==> src/rtl/core/dlr_pkg.sv <==
// Shared types and constants for the DDA line rasterizer.
package dlr_pkg;

  localparam int COORD_W         = 6;
  localparam int DIM_W           = 7;
  localparam int INK_W           = 8;
  localparam int CFG_IDX_W       = 2;
  localparam int IN_DATA_W       = 32;
  localparam int OUT_DATA_W      = 24;
  localparam int SCREEN_SIZE_DEF = 64;
  localparam int QUEUE_DEPTH_DEF = 2;

  typedef enum logic [CFG_IDX_W-1:0] {
    REG_SCREEN_WIDTH  = 2'd0,
    REG_SCREEN_HEIGHT = 2'd1
  } cfg_reg_t;

  typedef logic [COORD_W-1:0] coord_t;

  // One classified segment, major axis already chosen and ordered.
  typedef struct packed {
    coord_t             major_start;
    coord_t             major_end;
    coord_t             minor_start;
    coord_t             minor_step;
    coord_t             major_span;
    logic               y_major;
    logic               descending;
    logic [INK_W-1:0]   ink;
  } seg_t;

  typedef struct packed {
    logic full;
    logic empty;
  } queue_stat_t;

  typedef struct packed {
    logic busy;
  } back_stat_t;

endpackage

==> src/rtl/core/dlr_front.sv <==
// Front end: accepts segments and classifies major axis, direction and spans.
module dlr_front (
  input  logic                         s_tvalid,
  output logic                         s_tready,
  input  logic [dlr_pkg::IN_DATA_W-1:0] s_tdata,
  input  dlr_pkg::queue_stat_t         q_stat,
  output logic                         push,
  output dlr_pkg::seg_t                seg
);
  import dlr_pkg::*;

  coord_t sx, sy, ex, ey;
  coord_t adx, ady;
  coord_t smaj0, emaj0, smin0, emin0;
  coord_t smaj, emaj, smin, emin;
  logic   ymaj, swap, desc;

  assign sx = s_tdata[5:0];
  assign sy = s_tdata[11:6];
  assign ex = s_tdata[17:12];
  assign ey = s_tdata[23:18];

  always_comb begin
    adx   = (sx > ex) ? sx - ex : ex - sx;
    ady   = (sy > ey) ? sy - ey : ey - sy;
    ymaj  = ady > adx;
    smaj0 = ymaj ? sy : sx;
    emaj0 = ymaj ? ey : ex;
    smin0 = ymaj ? sx : sy;
    emin0 = ymaj ? ex : ey;
    // walk from the endpoint with the smaller major coordinate
    swap  = smaj0 > emaj0;
    smaj  = swap ? emaj0 : smaj0;
    emaj  = swap ? smaj0 : emaj0;
    smin  = swap ? emin0 : smin0;
    emin  = swap ? smin0 : emin0;
    desc  = emin < smin;

    seg.major_start = smaj;
    seg.major_end   = emaj;
    seg.minor_start = smin;
    seg.minor_step  = desc ? smin - emin : emin - smin;
    seg.major_span  = emaj - smaj;
    seg.y_major     = ymaj;
    seg.descending  = desc;
    seg.ink         = s_tdata[31:24];
  end

  assign s_tready = !q_stat.full;
  assign push     = s_tvalid && s_tready;

endmodule

==> src/rtl/core/dlr_queue.sv <==
// Short segment queue between the front end and the pixel stepper.
module dlr_queue #(
  parameter int DEPTH = dlr_pkg::QUEUE_DEPTH_DEF
) (
  input  logic                 clk,
  input  logic                 rst,
  input  logic                 push,
  input  dlr_pkg::seg_t        wr_seg,
  input  logic                 pop,
  output dlr_pkg::seg_t        rd_seg,
  output dlr_pkg::queue_stat_t stat
);
  import dlr_pkg::*;

  localparam int PW = (DEPTH > 1) ? $clog2(DEPTH) : 1;
  localparam int CW = $clog2(DEPTH + 1);

  seg_t            entries [DEPTH];
  logic [PW-1:0]   wr_ptr, rd_ptr;
  logic [CW-1:0]   count;
  logic            do_push, do_pop;

  assign stat.full  = (count == CW'(DEPTH));
  assign stat.empty = (count == '0);
  assign do_push    = push && !stat.full;
  assign do_pop     = pop && !stat.empty;
  assign rd_seg     = entries[rd_ptr];

  always_ff @(posedge clk) begin
    if (do_push) begin
      entries[wr_ptr] <= wr_seg;
    end
  end

  always_ff @(posedge clk) begin
    if (rst) begin
      wr_ptr <= '0;
      rd_ptr <= '0;
      count  <= '0;
    end else begin
      if (do_push) begin
        wr_ptr <= (wr_ptr == PW'(DEPTH - 1)) ? '0 : wr_ptr + 1'b1;
      end
      if (do_pop) begin
        rd_ptr <= (rd_ptr == PW'(DEPTH - 1)) ? '0 : rd_ptr + 1'b1;
      end
      if (do_push && !do_pop) begin
        count <= count + 1'b1;
      end else if (do_pop && !do_push) begin
        count <= count - 1'b1;
      end
    end
  end

endmodule

==> src/rtl/core/dlr_back.sv <==
// Back end: steps one classified segment a pixel per cycle into the output register while the output is not stalled.
module dlr_back (
  input  logic                           clk,
  input  logic                           rst,
  input  dlr_pkg::seg_t                  seg,
  input  dlr_pkg::queue_stat_t           q_stat,
  output logic                           pop,
  input  logic [dlr_pkg::DIM_W-1:0]      screen_width,
  input  logic [dlr_pkg::DIM_W-1:0]      screen_height,
  output logic                           m_tvalid,
  input  logic                           m_tready,
  output logic [dlr_pkg::OUT_DATA_W-1:0] m_tdata,
  output logic                           m_tlast,
  output dlr_pkg::back_stat_t            stat
);
  import dlr_pkg::*;

  logic             busy;
  coord_t           major_pos, major_end, minor_base, error_term;
  coord_t           minor_step, major_span;
  logic             y_major, descending;
  logic [INK_W-1:0] ink;

  logic             out_valid;
  coord_t           pixel_x, pixel_y;
  logic [INK_W-1:0] paint;
  logic             in_screen, last_pixel;

  logic             load, adv, at_end, wrap;
  coord_t           minor_cur, px, py, error_term_next;
  logic [COORD_W:0] err_sum;

  assign load = !busy && !q_stat.empty;
  assign pop  = load;
  assign adv  = busy && (!out_valid || m_tready);

  always_comb begin
    // descending lines keep minor_base = start - floor; a nonzero remainder rounds down once more
    minor_cur = descending ? minor_base - COORD_W'(error_term != '0) : minor_base;
    px        = y_major ? minor_cur : major_pos;
    py        = y_major ? major_pos : minor_cur;
    at_end    = (major_pos == major_end);
    err_sum   = {1'b0, error_term} + {1'b0, minor_step};
    wrap      = (major_span != '0) && (err_sum >= {1'b0, major_span});
    error_term_next = wrap ? COORD_W'(err_sum - {1'b0, major_span}) : err_sum[COORD_W-1:0];
  end

  always_ff @(posedge clk) begin
    if (rst) begin
      busy      <= 1'b0;
      out_valid <= 1'b0;
    end else begin
      if (load) begin
        busy <= 1'b1;
      end else if (adv && at_end) begin
        busy <= 1'b0;
      end
      if (adv) begin
        out_valid <= 1'b1;
      end else if (m_tready) begin
        out_valid <= 1'b0;
      end
    end
  end

  always_ff @(posedge clk) begin
    if (load) begin
      major_pos  <= seg.major_start;
      major_end  <= seg.major_end;
      minor_base <= seg.minor_start;
      error_term <= '0;
      minor_step <= seg.minor_step;
      major_span <= seg.major_span;
      y_major    <= seg.y_major;
      descending <= seg.descending;
      ink        <= seg.ink;
    end else if (adv) begin
      major_pos  <= major_pos + 1'b1;
      error_term <= error_term_next;
      if (wrap) begin
        minor_base <= descending ? minor_base - 1'b1 : minor_base + 1'b1;
      end
    end
  end

  always_ff @(posedge clk) begin
    if (adv) begin
      pixel_x    <= px;
      pixel_y    <= py;
      paint      <= ink;
      in_screen  <= ({1'b0, px} < screen_width) && ({1'b0, py} < screen_height);
      last_pixel <= at_end;
    end
  end

  assign m_tvalid  = out_valid;
  assign m_tdata   = {3'b000, in_screen, paint, pixel_y, pixel_x};
  assign m_tlast   = last_pixel;
  assign stat.busy = busy;

endmodule

==> src/rtl/core/dda_line_rasterizer_top.sv <==
// An accepted segment passes through the queue and a load step in the pixel stepper
// before its first pixel is registered at the output. A segment of major span N yields
// N + 1 pixels (1 to 64) at one pixel per cycle while m_tready does not stall the output;
// the two-entry queue takes the next segment while the current one is still stepping.
// Reset (synchronous, rst high): queue empty, stepper idle, no output valid,
// screen width and height back to SCREEN_SIZE modulo 128.
module dda_line_rasterizer_top #(
  parameter int SCREEN_SIZE = dlr_pkg::SCREEN_SIZE_DEF,
  parameter int QUEUE_DEPTH = dlr_pkg::QUEUE_DEPTH_DEF
) (
  input  logic                           clk,
  input  logic                           rst,
  input  logic                           s_tvalid,
  output logic                           s_tready,
  // start_x[5:0], start_y[11:6], end_x[17:12], end_y[23:18], ink[31:24]
  input  logic [dlr_pkg::IN_DATA_W-1:0]  s_tdata,
  output logic                           m_tvalid,
  input  logic                           m_tready,
  // pixel_x[5:0], pixel_y[11:6], paint[19:12], in_screen[20], zero fill[23:21]
  output logic [dlr_pkg::OUT_DATA_W-1:0] m_tdata,
  output logic                           m_tlast,
  input  logic                           cfg_we,
  input  logic [dlr_pkg::CFG_IDX_W-1:0]  cfg_index,
  input  logic [dlr_pkg::DIM_W-1:0]      cfg_wdata
);
  import dlr_pkg::*;

  localparam logic [DIM_W-1:0] DIM_RESET = DIM_W'(SCREEN_SIZE % (2 ** DIM_W));

  logic [DIM_W-1:0] screen_width, screen_height;
  logic             push, pop;
  seg_t             wr_seg, rd_seg;
  queue_stat_t      q_stat;
  back_stat_t       back_stat;

  always_ff @(posedge clk) begin
    if (rst) begin
      screen_width  <= DIM_RESET;
      screen_height <= DIM_RESET;
    end else if (cfg_we) begin
      unique case (cfg_index)
        REG_SCREEN_WIDTH:  screen_width  <= cfg_wdata;
        REG_SCREEN_HEIGHT: screen_height <= cfg_wdata;
        default: ;
      endcase
    end
  end

  dlr_front u_front (
    .s_tvalid (s_tvalid),
    .s_tready (s_tready),
    .s_tdata  (s_tdata),
    .q_stat   (q_stat),
    .push     (push),
    .seg      (wr_seg)
  );

  dlr_queue #(
    .DEPTH (QUEUE_DEPTH)
  ) u_queue (
    .clk    (clk),
    .rst    (rst),
    .push   (push),
    .wr_seg (wr_seg),
    .pop    (pop),
    .rd_seg (rd_seg),
    .stat   (q_stat)
  );

  dlr_back u_back (
    .clk           (clk),
    .rst           (rst),
    .seg           (rd_seg),
    .q_stat        (q_stat),
    .pop           (pop),
    .screen_width  (screen_width),
    .screen_height (screen_height),
    .m_tvalid      (m_tvalid),
    .m_tready      (m_tready),
    .m_tdata       (m_tdata),
    .m_tlast       (m_tlast),
    .stat          (back_stat)
  );

`ifndef SYNTHESIS
  a_queue_status: assert property (@(posedge clk) disable iff (rst)
    !(q_stat.full && q_stat.empty))
    else $error("queue reports full and empty together");

  a_stepper_loads: assert property (@(posedge clk) disable iff (rst)
    (!back_stat.busy && !q_stat.empty) |=> back_stat.busy)
    else $error("idle stepper did not take a queued segment");

  a_ends_on_last: assert property (@(posedge clk) disable iff (rst)
    ($fell(back_stat.busy) && !$past(rst)) |-> (m_tvalid && m_tlast))
    else $error("stepper went idle without presenting the last pixel");
`endif

endmodule

==> config.mk <==
export PLATFORM = sky130hd
export DESIGN_NAME = dda_line_rasterizer_top
export DESIGN_NICKNAME = d
export VERILOG_FILES = /design/src/rtl/core/dlr_pkg.sv /design/src/rtl/core/dlr_front.sv /design/src/rtl/core/dlr_queue.sv /design/src/rtl/core/dlr_back.sv /design/src/rtl/core/dda_line_rasterizer_top.sv
export SDC_FILE = /design/constraint.sdc
export NUM_CORES = 1
export LEC_CHECK = 0
export BUFFER_PORTS_ARGS = -buffer_cell sky130_fd_sc_hd__buf_2
export CAP_MARGIN = 20
export CORE_MARGIN = 2
export CORE_UTILIZATION = 63
export CTS_BUF_LIST = sky130_fd_sc_hd__clkbuf_4
export DETAILED_ROUTE_END_ITERATION = 12
export PLACE_DENSITY = 0.89
export RECOVER_POWER = 25
export SLEW_MARGIN = 10
export SYNTH_ARGS = -nofsm -noshare
export SYNTH_HDL_FRONTEND = slang
export SYNTH_HIERARCHICAL = 1
export SYNTH_SLANG_ARGS = --single-unit
==> constraint.sdc <==
create_clock -name clk -period 9.05 [get_ports clk]
set_input_delay 0 -clock clk [delete_from_list [all_inputs] [get_ports clk]]
set_output_delay 0 -clock clk [all_outputs]
set_load 0.02 [all_outputs]
==> results by group, run 1 <==
Outcome
  – Outcome: finished, violations left
  – Violated checks: max-capacitance violations, max-slew violations

Worst hold path
  – Hold/Removal Path Class: input port to register

Yosys
  – EDFF count, synth: 142
  – Synth cell types: 70
  – Ys async rst share: 0
  – Avg Inst Size Synth: 11.3 sq um
  – Post-synth top cells: edfxtp_1 (142), ha_1 (75), inv_1 (73), mux2_2 (64), nor2_1 (63)
  – Synth area leader: edfxtp_1
  – Mapped cell area: 10200 sq um
  – Synth Instances: around 900
  – Synth area leaders: edfxtp_1 (42%), ha_1 (9.2%), mux2_2 (7.0%)
  – FF+latch count, synth: 169
  – Sequential fraction of the synthesis area: 0.470
  – Count leader, synth: edfxtp_1
  – Dominant synthesized flop cell: edfxtp_1
  – Top cell type's share of synthesized area: 0.417
  – Synth warn: 6

Global routing
  – GRT Overall Usage: 0.266
  – Largest net degree at the start of global routing: 52
  – GRT overflow: 0
  – Initial antenna violation count: 1
  – Vias in the first global route: 7184
  – First-pass GRT wire length: roughly 36000 um

Critical path
  – CP Data Required Time: approximately 9.4 ns
  – Kind of critical path: input port to register
  – Critical Path Fanout Max: 10
  – Critical Path Start Type: input port
  – Endpoint type of the worst setup path: register
  – WP data arrival: 9.00 ns
  – CP most frequent cell: a21o_1
  – Max stage delay cell, worst path: dlygate4sd3_1
  – Max stage delay on crit path: 0.54 ns

Clocking
  – Clk root buf: clkbuf_4
  – Worst-path clk slew: 0.13 ns
  – CTS H-Tree Depth: 4
  – CTS tree: done
  – Clk buf depth: 2
  – # clock sinks: 169
  – Skew-Pair Late Insertion Delay: 0.57 ns
  – Number of buffers created by CTS: 17

Timing
  – Slew margin rel.: -0.189
  – Setup tns final: 0 ns
  – Post-route worst setup slack: 0.368 ns
  – Max-slew violations: 34
  – Fin Clk Skew: between 0.015 and 0.02 ns
  – Endpoints failing setup: 0
  – Crit path time final: 8.68 ns
  – Max Fclk: between 0.1 and 0.15 GHz
  – Hold Violations, Final: 0
  – Worst slew pin tran: 1.78 ns
  – RSZ-0062 raised after global routing: false
  – Period utilization: 0.959

Place
  – Post-place setup slack: 0.244 ns
  – Placer congestion estimate: 0.983
  – HPWL Detailed: 16000 um
  – Port Buffers: 69

Routing
  – Starting DRC count in detailed routing: just under 600
  – Average wire per standard cell: 18.2 um
  – Vias: 7217
  – Post-route ant nets: 0
  – Residual DRC: 0
  – First-pass DRT Iterations: 5
  – WL final: 22500 um
  – Vias per cell: 5.84

Die
  – Chip height: around 130 um
  – Number of I/O pins: 73
  – Die ar.: around 17000 sq um
  – Placement Rows: 46
  – Die Span X: 131 um
  – Core area: 15900 sq um
  – Initial Util: 0.644

Final layout
  – Fillers: 1093
  – Synthesis-to-layout area growth: 10.9%
  – Share of cells above drive strength 1: 0.165
  – Nets: approximately 1100
  – Utilization after layout: 0.714

Job
  – MaxCap Viol Count: 1
registers in the layout, summed over array words and instances (netlist names), named ones only:
signal	cells
u_queue/count	2
screen_width	7
u_back/pixel_x	6
screen_height	7
u_back/error_term	6
u_back/in_screen	1
u_back/major_span	6
u_back/m_tvalid	1
u_back/m_tlast	1
u_back/descending	1
u_back/paint	8
u_back/stat	1
u_queue/wr_ptr	1
u_back/y_major	1
u_back/major_end	6
u_queue/entries	80
u_back/ink	8
u_back/pixel_y	6
u_back/minor_step	6
u_back/major_pos	6
u_queue/rd_ptr	1
u_back/minor_base	6
cell families (layout without fill, tap and decap cells):
logic type | Yosys count | in the layout | synth area share
buffers and inverters | 117 | 228 | 0.0516
AOI/OAI and AO/OA | 171 | 171 | 0.110
xor gates and xnor gates | 46 | 46 | 0.0394
and+or+nand+nor | 196 | 196 | 0.0934
adders and majority gates | 84 | 84 | 0.109
muxes | 121 | 121 | 0.126
other | 1 | 4 | 0.000367
DFF | 169 | 169 | 0.470
critical path, delay by kind of cell:
kind	cells	cell delay [ns]
AOI/OAI and AO/OA	21	4.37
adders and majority gates	6	1.82
buffers and inverters	9	1.55
and+or+nand+nor	4	0.42
xor gates and xnor gates	2	0.32
muxes	2	0.45
cell type report:
cell class / instances / area, sq um / share of cell area
diodes: 1 / 2.50 / 0.000221
well taps: 216 / 270 / 0.0238
inverters: 77 / 292 / 0.0257
clock buffers: 17 / 128 / 0.0113
flip-flops and latches: 169 / 4800 / 0.424
repair buffers: 119 / 777 / 0.0685
clock inverters: 15 / 153 / 0.0135
multi-input cells: 621 / 4910 / 0.433
final timing paths:
path                             start                      to  slack [ns]  depth (start not counted)
setup / recovery            s_tdata[6]  u_queue/entries[1][21]        0.37                         44
hold / removal              s_tdata[0]  u_queue/entries[1][22]        0.06                          3
setup reg to reg  u_back/minor_step[0]    u_back/minor_base[3]        5.28                         11
hold reg to reg          u_back/ink[6]         u_back/paint[6]        0.42                          0
routing by layer:
layer  up-vias  track usage  share of wire
li1       3443            -              -
met1      3420        0.334           0.41
met2       299        0.447           0.49
met3        55       0.0521          0.064
met4         0        0.126          0.037
met5         -            0              0
through the flow:
stage               instances  hold WS [ns]  area, sq um
finish                   1235        0.0561        11300
global route             1235        0.0260        11300
CTS                      1230       0.00490        11300
detailed placement       1165         0.193        10700
global placement         1165         0.188        10700
floorplan                 907        0.0691        10200
what timing repair did:
action                                 in CTS  in global routing
buffers inserted                            0                  3
hold buffers                               33                  1
setup endpoints to repair                   0                  4
endpoints found under the hold margin      44                  2
gates resized for setup                     0                  1
cell usage in the layout (no fill, tap or decap), types with 25 or more instances in the layout:
cell type	netlist	routed
edfxtp_1	142	142
ha_1	75	75
inv_1	73	73
mux2_2	64	64
nor2_1	63	62
a21oi_1	58	58
mux2i_1	57	57
nand2_1	55	55
buf_2	11	39
dlygate4sd3_1	0	34
o21ai_0	34	34
clkbuf_1	9	31
dfxtp_1	27	27
a21o_1	27	26
nand2b_1	25	25
Power of run 1 is not shown: default switching activity piles up to over one toggle a cycle in this logic, so the estimate is an artifact.
==> run 2, diff against run 1 <==
ABC_AREA = 1   (was unset)
==> run 2 against run 1 <==
The flow still finishes with violations (max-capacitance violations, max-slew violations); worst hold slack improved by 0.032 ns; critical endpoint is now u_queue/entries[0][19]; sequential cell count is the same; fmax grew 22%; first-iteration DRC count increased by 29%; clock-buffer cell count increased by 4.
==> results by group, run 2 <==
Timing
  – RSZ-0062 raised after global routing: false (unchanged)
  – Max-slew violations: 41 (was 34)
  – Setup tns final: 0 ns (unchanged)
  – Post-route worst setup slack: 1.95 ns (was 0.368 ns)
  – Worst slew pin tran: 2.30 ns (was 1.78 ns)
  – Crit path time final: 7.10 ns (was 8.68 ns)
  – Max Fclk: 0.141 GHz (was 0.115 GHz)
  – Slew margin rel.: -0.536 (was -0.189)
  – Period utilization: 0.785 (was 0.959)
  – Fin Clk Skew: 0.0277 ns (was 0.0167 ns)
  – Endpoints failing setup: 0 (unchanged)
  – Hold Violations, Final: 0 (unchanged)

Clocking
  – CTS tree: done (unchanged)
  – Postcts setup bufs: 0 (unchanged)
  – Clk root buf: clkbuf_4 (unchanged)
  – Skew-Pair Late Insertion Delay: 0.56 ns (was 0.57 ns)
  – Number of buffers created by CTS: 17 (unchanged)
  – CTS H-Tree Depth: 4 (unchanged)
  – Worst-path clk slew: 0.11 ns (was 0.13 ns)
  – # clock sinks: 169 (unchanged)
  – Clk buf depth: 2 (unchanged)

Outcome
  – Violated checks: max-capacitance violations, max-slew violations (unchanged)
  – Outcome: finished, violations left (unchanged)

Place
  – Port Buffers: 69 (unchanged)
  – HPWL Detailed: 15500 um (was 16000 um)
  – Placer congestion estimate: 0.941 (was 0.983)
  – Post-place setup slack: 1.50 ns (was 0.244 ns)

Critical path
  – Kind of critical path: input port to register (unchanged)
  – CP Data Required Time: 9.43 ns (was 9.36 ns)
  – Endpoint type of the worst setup path: register (unchanged)
  – Max stage delay on crit path: 0.54 ns (about the same)
  – Critical Path Start Type: input port (unchanged)
  – CP most frequent cell: inv_1 (was a21o_1)
  – Critical Path Fanout Max: 50 (was 10)
  – Max stage delay cell, worst path: o21ai_0 (was dlygate4sd3_1)
  – WP data arrival: 7.48 ns (was 9.00 ns)

Global routing
  – GRT overflow: 0 (unchanged)
  – First-pass GRT wire length: 35100 um (was 36200 um)
  – GRT Overall Usage: 0.267 (was 0.266)
  – Vias in the first global route: 7327 (was 7184)
  – Initial antenna violation count: 1 (unchanged)
  – Largest net degree at the start of global routing: 52 (unchanged)

Yosys
  – Post-synth top cells: nand2_1 (209), inv_1 (160), edfxtp_1 (142), ha_1 (75), o21ai_0 (63) (was edfxtp_1 (142), ha_1 (75), inv_1 (73), mux2_2 (64), nor2_1 (63))
  – Mapped cell area: 10200 sq um (about the same)
  – EDFF count, synth: 142 (unchanged)
  – Count leader, synth: nand2_1 (was edfxtp_1)
  – FF+latch count, synth: 169 (unchanged)
  – Sequential fraction of the synthesis area: 0.473 (was 0.470)
  – Synth area leaders: edfxtp_1 (42%), ha_1 (9.2%), nand2_1 (7.7%) (was edfxtp_1 (42%), ha_1 (9.2%), mux2_2 (7.0%))
  – Ys async rst share: 0 (unchanged)
  – Synth Instances: 1055 (was 905)
  – Top cell type's share of synthesized area: 0.420 (was 0.417)
  – Dominant synthesized flop cell: edfxtp_1 (unchanged)
  – Avg Inst Size Synth: 9.63 sq um (was 11.3 sq um)
  – Synth area leader: edfxtp_1 (unchanged)
  – Synth warn: 6 (unchanged)
  – Synth cell types: 49 (was 70)

Routing
  – WL final: 21800 um (was 22500 um)
  – Post-route ant nets: 0 (unchanged)
  – Residual DRC: 0 (unchanged)
  – Average wire per standard cell: 15.8 um (was 18.2 um)
  – First-pass DRT Iterations: 5 (unchanged)
  – Vias: 7515 (was 7217)
  – Starting DRC count in detailed routing: 763 (was 592)
  – Vias per cell: 5.44 (was 5.84)

Final layout
  – Nets: 1281 (was 1135)
  – Commonest non-fill, non-tap cell in the layout: nand2_1 (was edfxtp_1)
  – Multi-input logic area: 4500 sq um (was 4910 sq um)
  – Synthesis-to-layout area growth: 10.2% (was 10.9%)
  – Fillers: 1082 (was 1093)
  – Largest regs: u_queue/entries: 80 flops, u_back/ink: 8 flops, u_back/paint: 8 flops (unchanged)
  – Most used cells in the layout excluding fill and tap cells: nand2_1 (209), inv_1 (161), edfxtp_1 (142) (was edfxtp_1 (142), ha_1 (75), inv_1 (73))
  – Max FFs per register: 80 (unchanged)
  – Reg with most FFs: u_queue/entries (unchanged)
  – Sequential standard cell area: 4800 sq um (unchanged)
  – Share of cells above drive strength 1: 0.149 (was 0.165)

Die
  – Initial Util: 0.642 (was 0.644)
  – Die Span X: 131 um (about the same)
  – Die ar.: 17200 sq um (was 17300 sq um)
  – Placement Rows: 46 (unchanged)
  – Chip height: 131 um (about the same)
  – Core area: 15800 sq um (was 15900 sq um)
  – Number of I/O pins: 73 (unchanged)

Worst hold path
  – Hold/Removal Path Class: input port to register (unchanged)

Job
  – MaxCap Viol Count: 1 (unchanged)
[run 2: final timing paths]
kind                              from                     end  slack (ns)  cells after the start
setup / recovery           s_tdata[23]  u_queue/entries[0][19]        1.95                     39
hold / removal             s_tdata[12]  u_queue/entries[0][34]        0.09                      5
setup reg to reg  u_back/minor_step[0]    u_back/minor_base[0]        5.54                     14
hold reg to reg          u_back/ink[6]         u_back/paint[6]        0.44                      0
[run 2: kinds of logic after synthesis]
group	Yosys count	synth area share
and+or+nand+nor	370	0.168
AOI/OAI and AO/OA	143	0.0791
other	1	0.000369
muxes	49	0.0535
buffers and inverters	206	0.0866
xor gates and xnor gates	33	0.0292
DFF	169	0.473
adders and majority gates	84	0.110
[run 2: final cells by class]
cell class	count	share of cell area
clock buffers	21	0.0141
clock inverters	11	0.00738
multi-input cells	682	0.402
repair buffers	111	0.0660
inverters	170	0.0570
diodes	1	0.000224
well taps	216	0.0241
flip-flops and latches	169	0.429
[run 2: stage by stage]
step | util | cells | cell area [sq um] | hold WS (ns)
6_report | 0.707 | 1381 | 11200 | 0.0878
5_1_grt | 0.707 | 1381 | 11200 | 0.0696
4_1_cts | 0.707 | 1378 | 11200 | 0.0334
3_5_place_dp | 0.668 | 1308 | 10600 | 0.193
3_3_place_gp | 0.668 | 1308 | 10600 | 0.189
2_1_floorplan | - | 1057 | 10200 | 0.0691
[run 2: what timing repair did]
| action | CTS | global route |
|---|---|---|
| resized for setup | 0 | 0 |
| endpoints found under the hold margin | 39 | 0 |
| hold buffers | 38 | 0 |
[run 2: worst max-delay path: cells and delay by family]
| family | cells | cell delay [ns] |
|---|---|---|
| muxes | 2 | 0.60 |
| and+or+nand+nor | 13 | 1.49 |
| buffers and inverters | 11 | 1.28 |
| adders and majority gates | 5 | 1.51 |
| xor gates and xnor gates | 2 | 0.37 |
| AOI/OAI and AO/OA | 6 | 2.18 |
[run 2: per-layer routing]
metal | vias up | part of all wire | GRT usage | routed length (um)
met3 | 73 | 0.054 | 0.0460 | 1190
li1 | 3703 | - | - | -
met2 | 280 | 0.50 | 0.457 | 10900
met4 | 0 | 0.031 | 0.113 | 685
met1 | 3459 | 0.42 | 0.335 | 9110
met5 | - | 0 | 0 | 0
Power of run 2 is left out for the same reason.
==> run 3, diff against run 2 <==
clock period = 7.4 ns   (was 9.05 ns; I/O delays follow)
==> run 3 against run 2 <==
The flow still finishes with violations (max-capacitance violations, max-slew violations); clock skew grew 0.0031 ns; via count is 2.8% higher; die area unchanged; final area increased by 0.39%; routed wire length grew 1.9%; first-iteration DRC count increased by 0.39%; critical path depth grew 3; utilization rose by 0.28 points; sequential cell count stayed put; setup slack worse by 1.3 ns.
==> results by group, run 3 (synthesis results as in run 2) <==
Outcome
  – Outcome: finished, violations left (unchanged)
  – Violated checks: max-capacitance violations, max-slew violations (unchanged)

Die
  – Placement Rows: 46 (unchanged)
  – Die Span X: 131 um (unchanged)
  – Die ar.: 17200 sq um (unchanged)
  – Core area: 15800 sq um (unchanged)
  – Initial Util: 0.642 (unchanged)
  – Number of I/O pins: 73 (unchanged)
  – Chip height: 131 um (unchanged)

Critical path
  – WP data arrival: 7.13 ns (was 7.48 ns)
  – Endpoint type of the worst setup path: register (unchanged)
  – CP most frequent cell: inv_1 (unchanged)
  – Max stage delay cell, worst path: o21ai_0 (unchanged)
  – Max stage delay on crit path: 0.56 ns (was 0.54 ns)
  – CP Data Required Time: 7.78 ns (was 9.43 ns)
  – Kind of critical path: input port to register (unchanged)
  – Critical Path Fanout Max: 50 (unchanged)
  – Critical Path Start Type: input port (unchanged)

Routing
  – Post-route ant nets: 0 (unchanged)
  – Metal3 WL: 1480 um (was 1190 um)
  – First-pass DRT Iterations: 6 (was 5)
  – Uppermost layer routed: met4 (unchanged)
  – WL final: 22300 um (was 21800 um)
  – Met2 wire len: 11200 um (was 10900 um)
  – Met1 Wirelength: 8870 um (was 9110 um)
  – Vias: 7729 (was 7515)
  – Vias per cell: 5.59 (was 5.44)
  – Residual DRC: 0 (unchanged)
  – Average wire per standard cell: 16.1 um (was 15.8 um)
  – Starting DRC count in detailed routing: 766 (was 763)

Clocking
  – Clk buf depth: 2 (unchanged)
  – Number of buffers created by CTS: 17 (unchanged)
  – Clk root buf: clkbuf_4 (unchanged)
  – Worst-path clk slew: 0.16 ns (was 0.11 ns)
  – Postcts setup bufs: 0 (unchanged)
  – Skew-Pair Late Insertion Delay: 0.56 ns (about the same)
  – CTS H-Tree Depth: 4 (unchanged)
  – # clock sinks: 169 (unchanged)
  – CTS tree: done (unchanged)

Global routing
  – GRT overflow: 0 (unchanged)
  – Vias in the first global route: 7447 (was 7327)
  – Initial antenna violation count: 1 (unchanged)
  – Largest net degree at the start of global routing: 52 (unchanged)
  – GRT Overall Usage: 0.269 (was 0.267)
  – First-pass GRT wire length: 35500 um (was 35100 um)

Timing
  – Hold WS: 0.0654 ns (was 0.0878 ns)
  – RSZ-0062 raised after global routing: false (unchanged)
  – Period utilization: 0.912
  – Max-slew violations: 41 (unchanged)
  – Crit path time final: 6.75 ns
  – Hold Violations, Final: 0 (unchanged)
  – Max Fclk: ~0.15 GHz
  – Fin Clk Skew: 0.0309 ns (was 0.0277 ns)
  – Endpoints failing setup: 0 (unchanged)
  – Slew margin rel.: -0.511 (was -0.536)
  – Worst slew pin tran: 2.27 ns (was 2.30 ns)
  – Setup tns final: 0 ns (unchanged)

Final layout
  – Nets: 1283 (was 1281)
  – Fillers: 1067 (was 1082)
  – Most used cells in the layout excluding fill and tap cells: nand2_1 (209), inv_1 (160), edfxtp_1 (142) (was nand2_1 (209), inv_1 (161), edfxtp_1 (142))
  – Synthesis-to-layout area growth: 10.6% (was 10.2%)
  – Largest regs: u_queue/entries: 80 flops, u_back/ink: 8 flops, u_back/paint: 8 flops (unchanged)
  – Finished Layout Cells: 1383 (was 1381)
  – Commonest non-fill, non-tap cell in the layout: nand2_1 (unchanged)
  – Reg with most FFs: u_queue/entries (unchanged)
  – Max FFs per register: 80 (unchanged)
  – Share of cells above drive strength 1: 0.152 (was 0.149)

Place
  – Placer congestion estimate: 0.957 (was 0.941)
  – HPWL Detailed: 15900 um (was 15500 um)
  – Port Buffers: 69 (unchanged)
  – Inst Count DP: 1310 (was 1308)

Job
  – MaxCap Viol Count: 1 (unchanged)

Worst hold path
  – Hold/Removal Path Class: input port to register (unchanged)
## run 3: cell type report
type                    count  area [sq um]  area share
diodes                      1          2.50    0.000223
clock buffers              17           128      0.0114
clock inverters            15           149      0.0133
inverters                 170           638      0.0568
multi-input cells         682          4490       0.400
flip-flops and latches    169          4800       0.428
well taps                 216           270      0.0241
repair buffers            113           753      0.0670
## run 3: per-stage QoR
stage          instance area [sq um]   util  setup slack (ns)
6_report                       11200  0.710             0.650
4_1_cts                        11200  0.711             0.852
2_1_floorplan                  10200      -             0.676
5_1_grt                        11200  0.710             0.102
3_5_place_dp                   10600  0.669             0.252
3_3_place_gp                   10600  0.669             0.664
## run 3: path summary, 6_finish.rpt
check | start | end | slack, ns | depth (start not counted)
worst max register to register | u_back/minor_step[0] | u_back/minor_base[1] | 3.77 | 14
worst min-delay path | s_tdata[12] | u_queue/entries[0][34] | 0.07 | 5
worst min register to register | u_back/ink[0] | u_back/paint[0] | 0.43 | 0
worst max-delay path | s_tdata[6] | u_queue/entries[1][19] | 0.65 | 42
## run 3: repair_timing
item,CTS,global route
gates resized for setup,0,0
hold endpoints to repair,39,0
hold buffers,38,0
## run 3: layer usage
metal | GRT usage | vias up
met3 | 0.0415 | 74
met4 | 0.113 | 0
met1 | 0.334 | 3547
met2 | 0.468 | 404
met5 | 0 | -
li1 | - | 3704
## run 3: worst max-delay path, delay by kind of cell
kind / cells / cell delay, ns
buffers and inverters: 12 / 1.04
adders and majority gates: 6 / 1.73
muxes: 2 / 0.56
AOI/OAI and AO/OA: 8 / 2.11
xor gates and xnor gates: 2 / 0.36
and+or+nand+nor: 12 / 1.31
Power of run 3 is left out for the same reason.
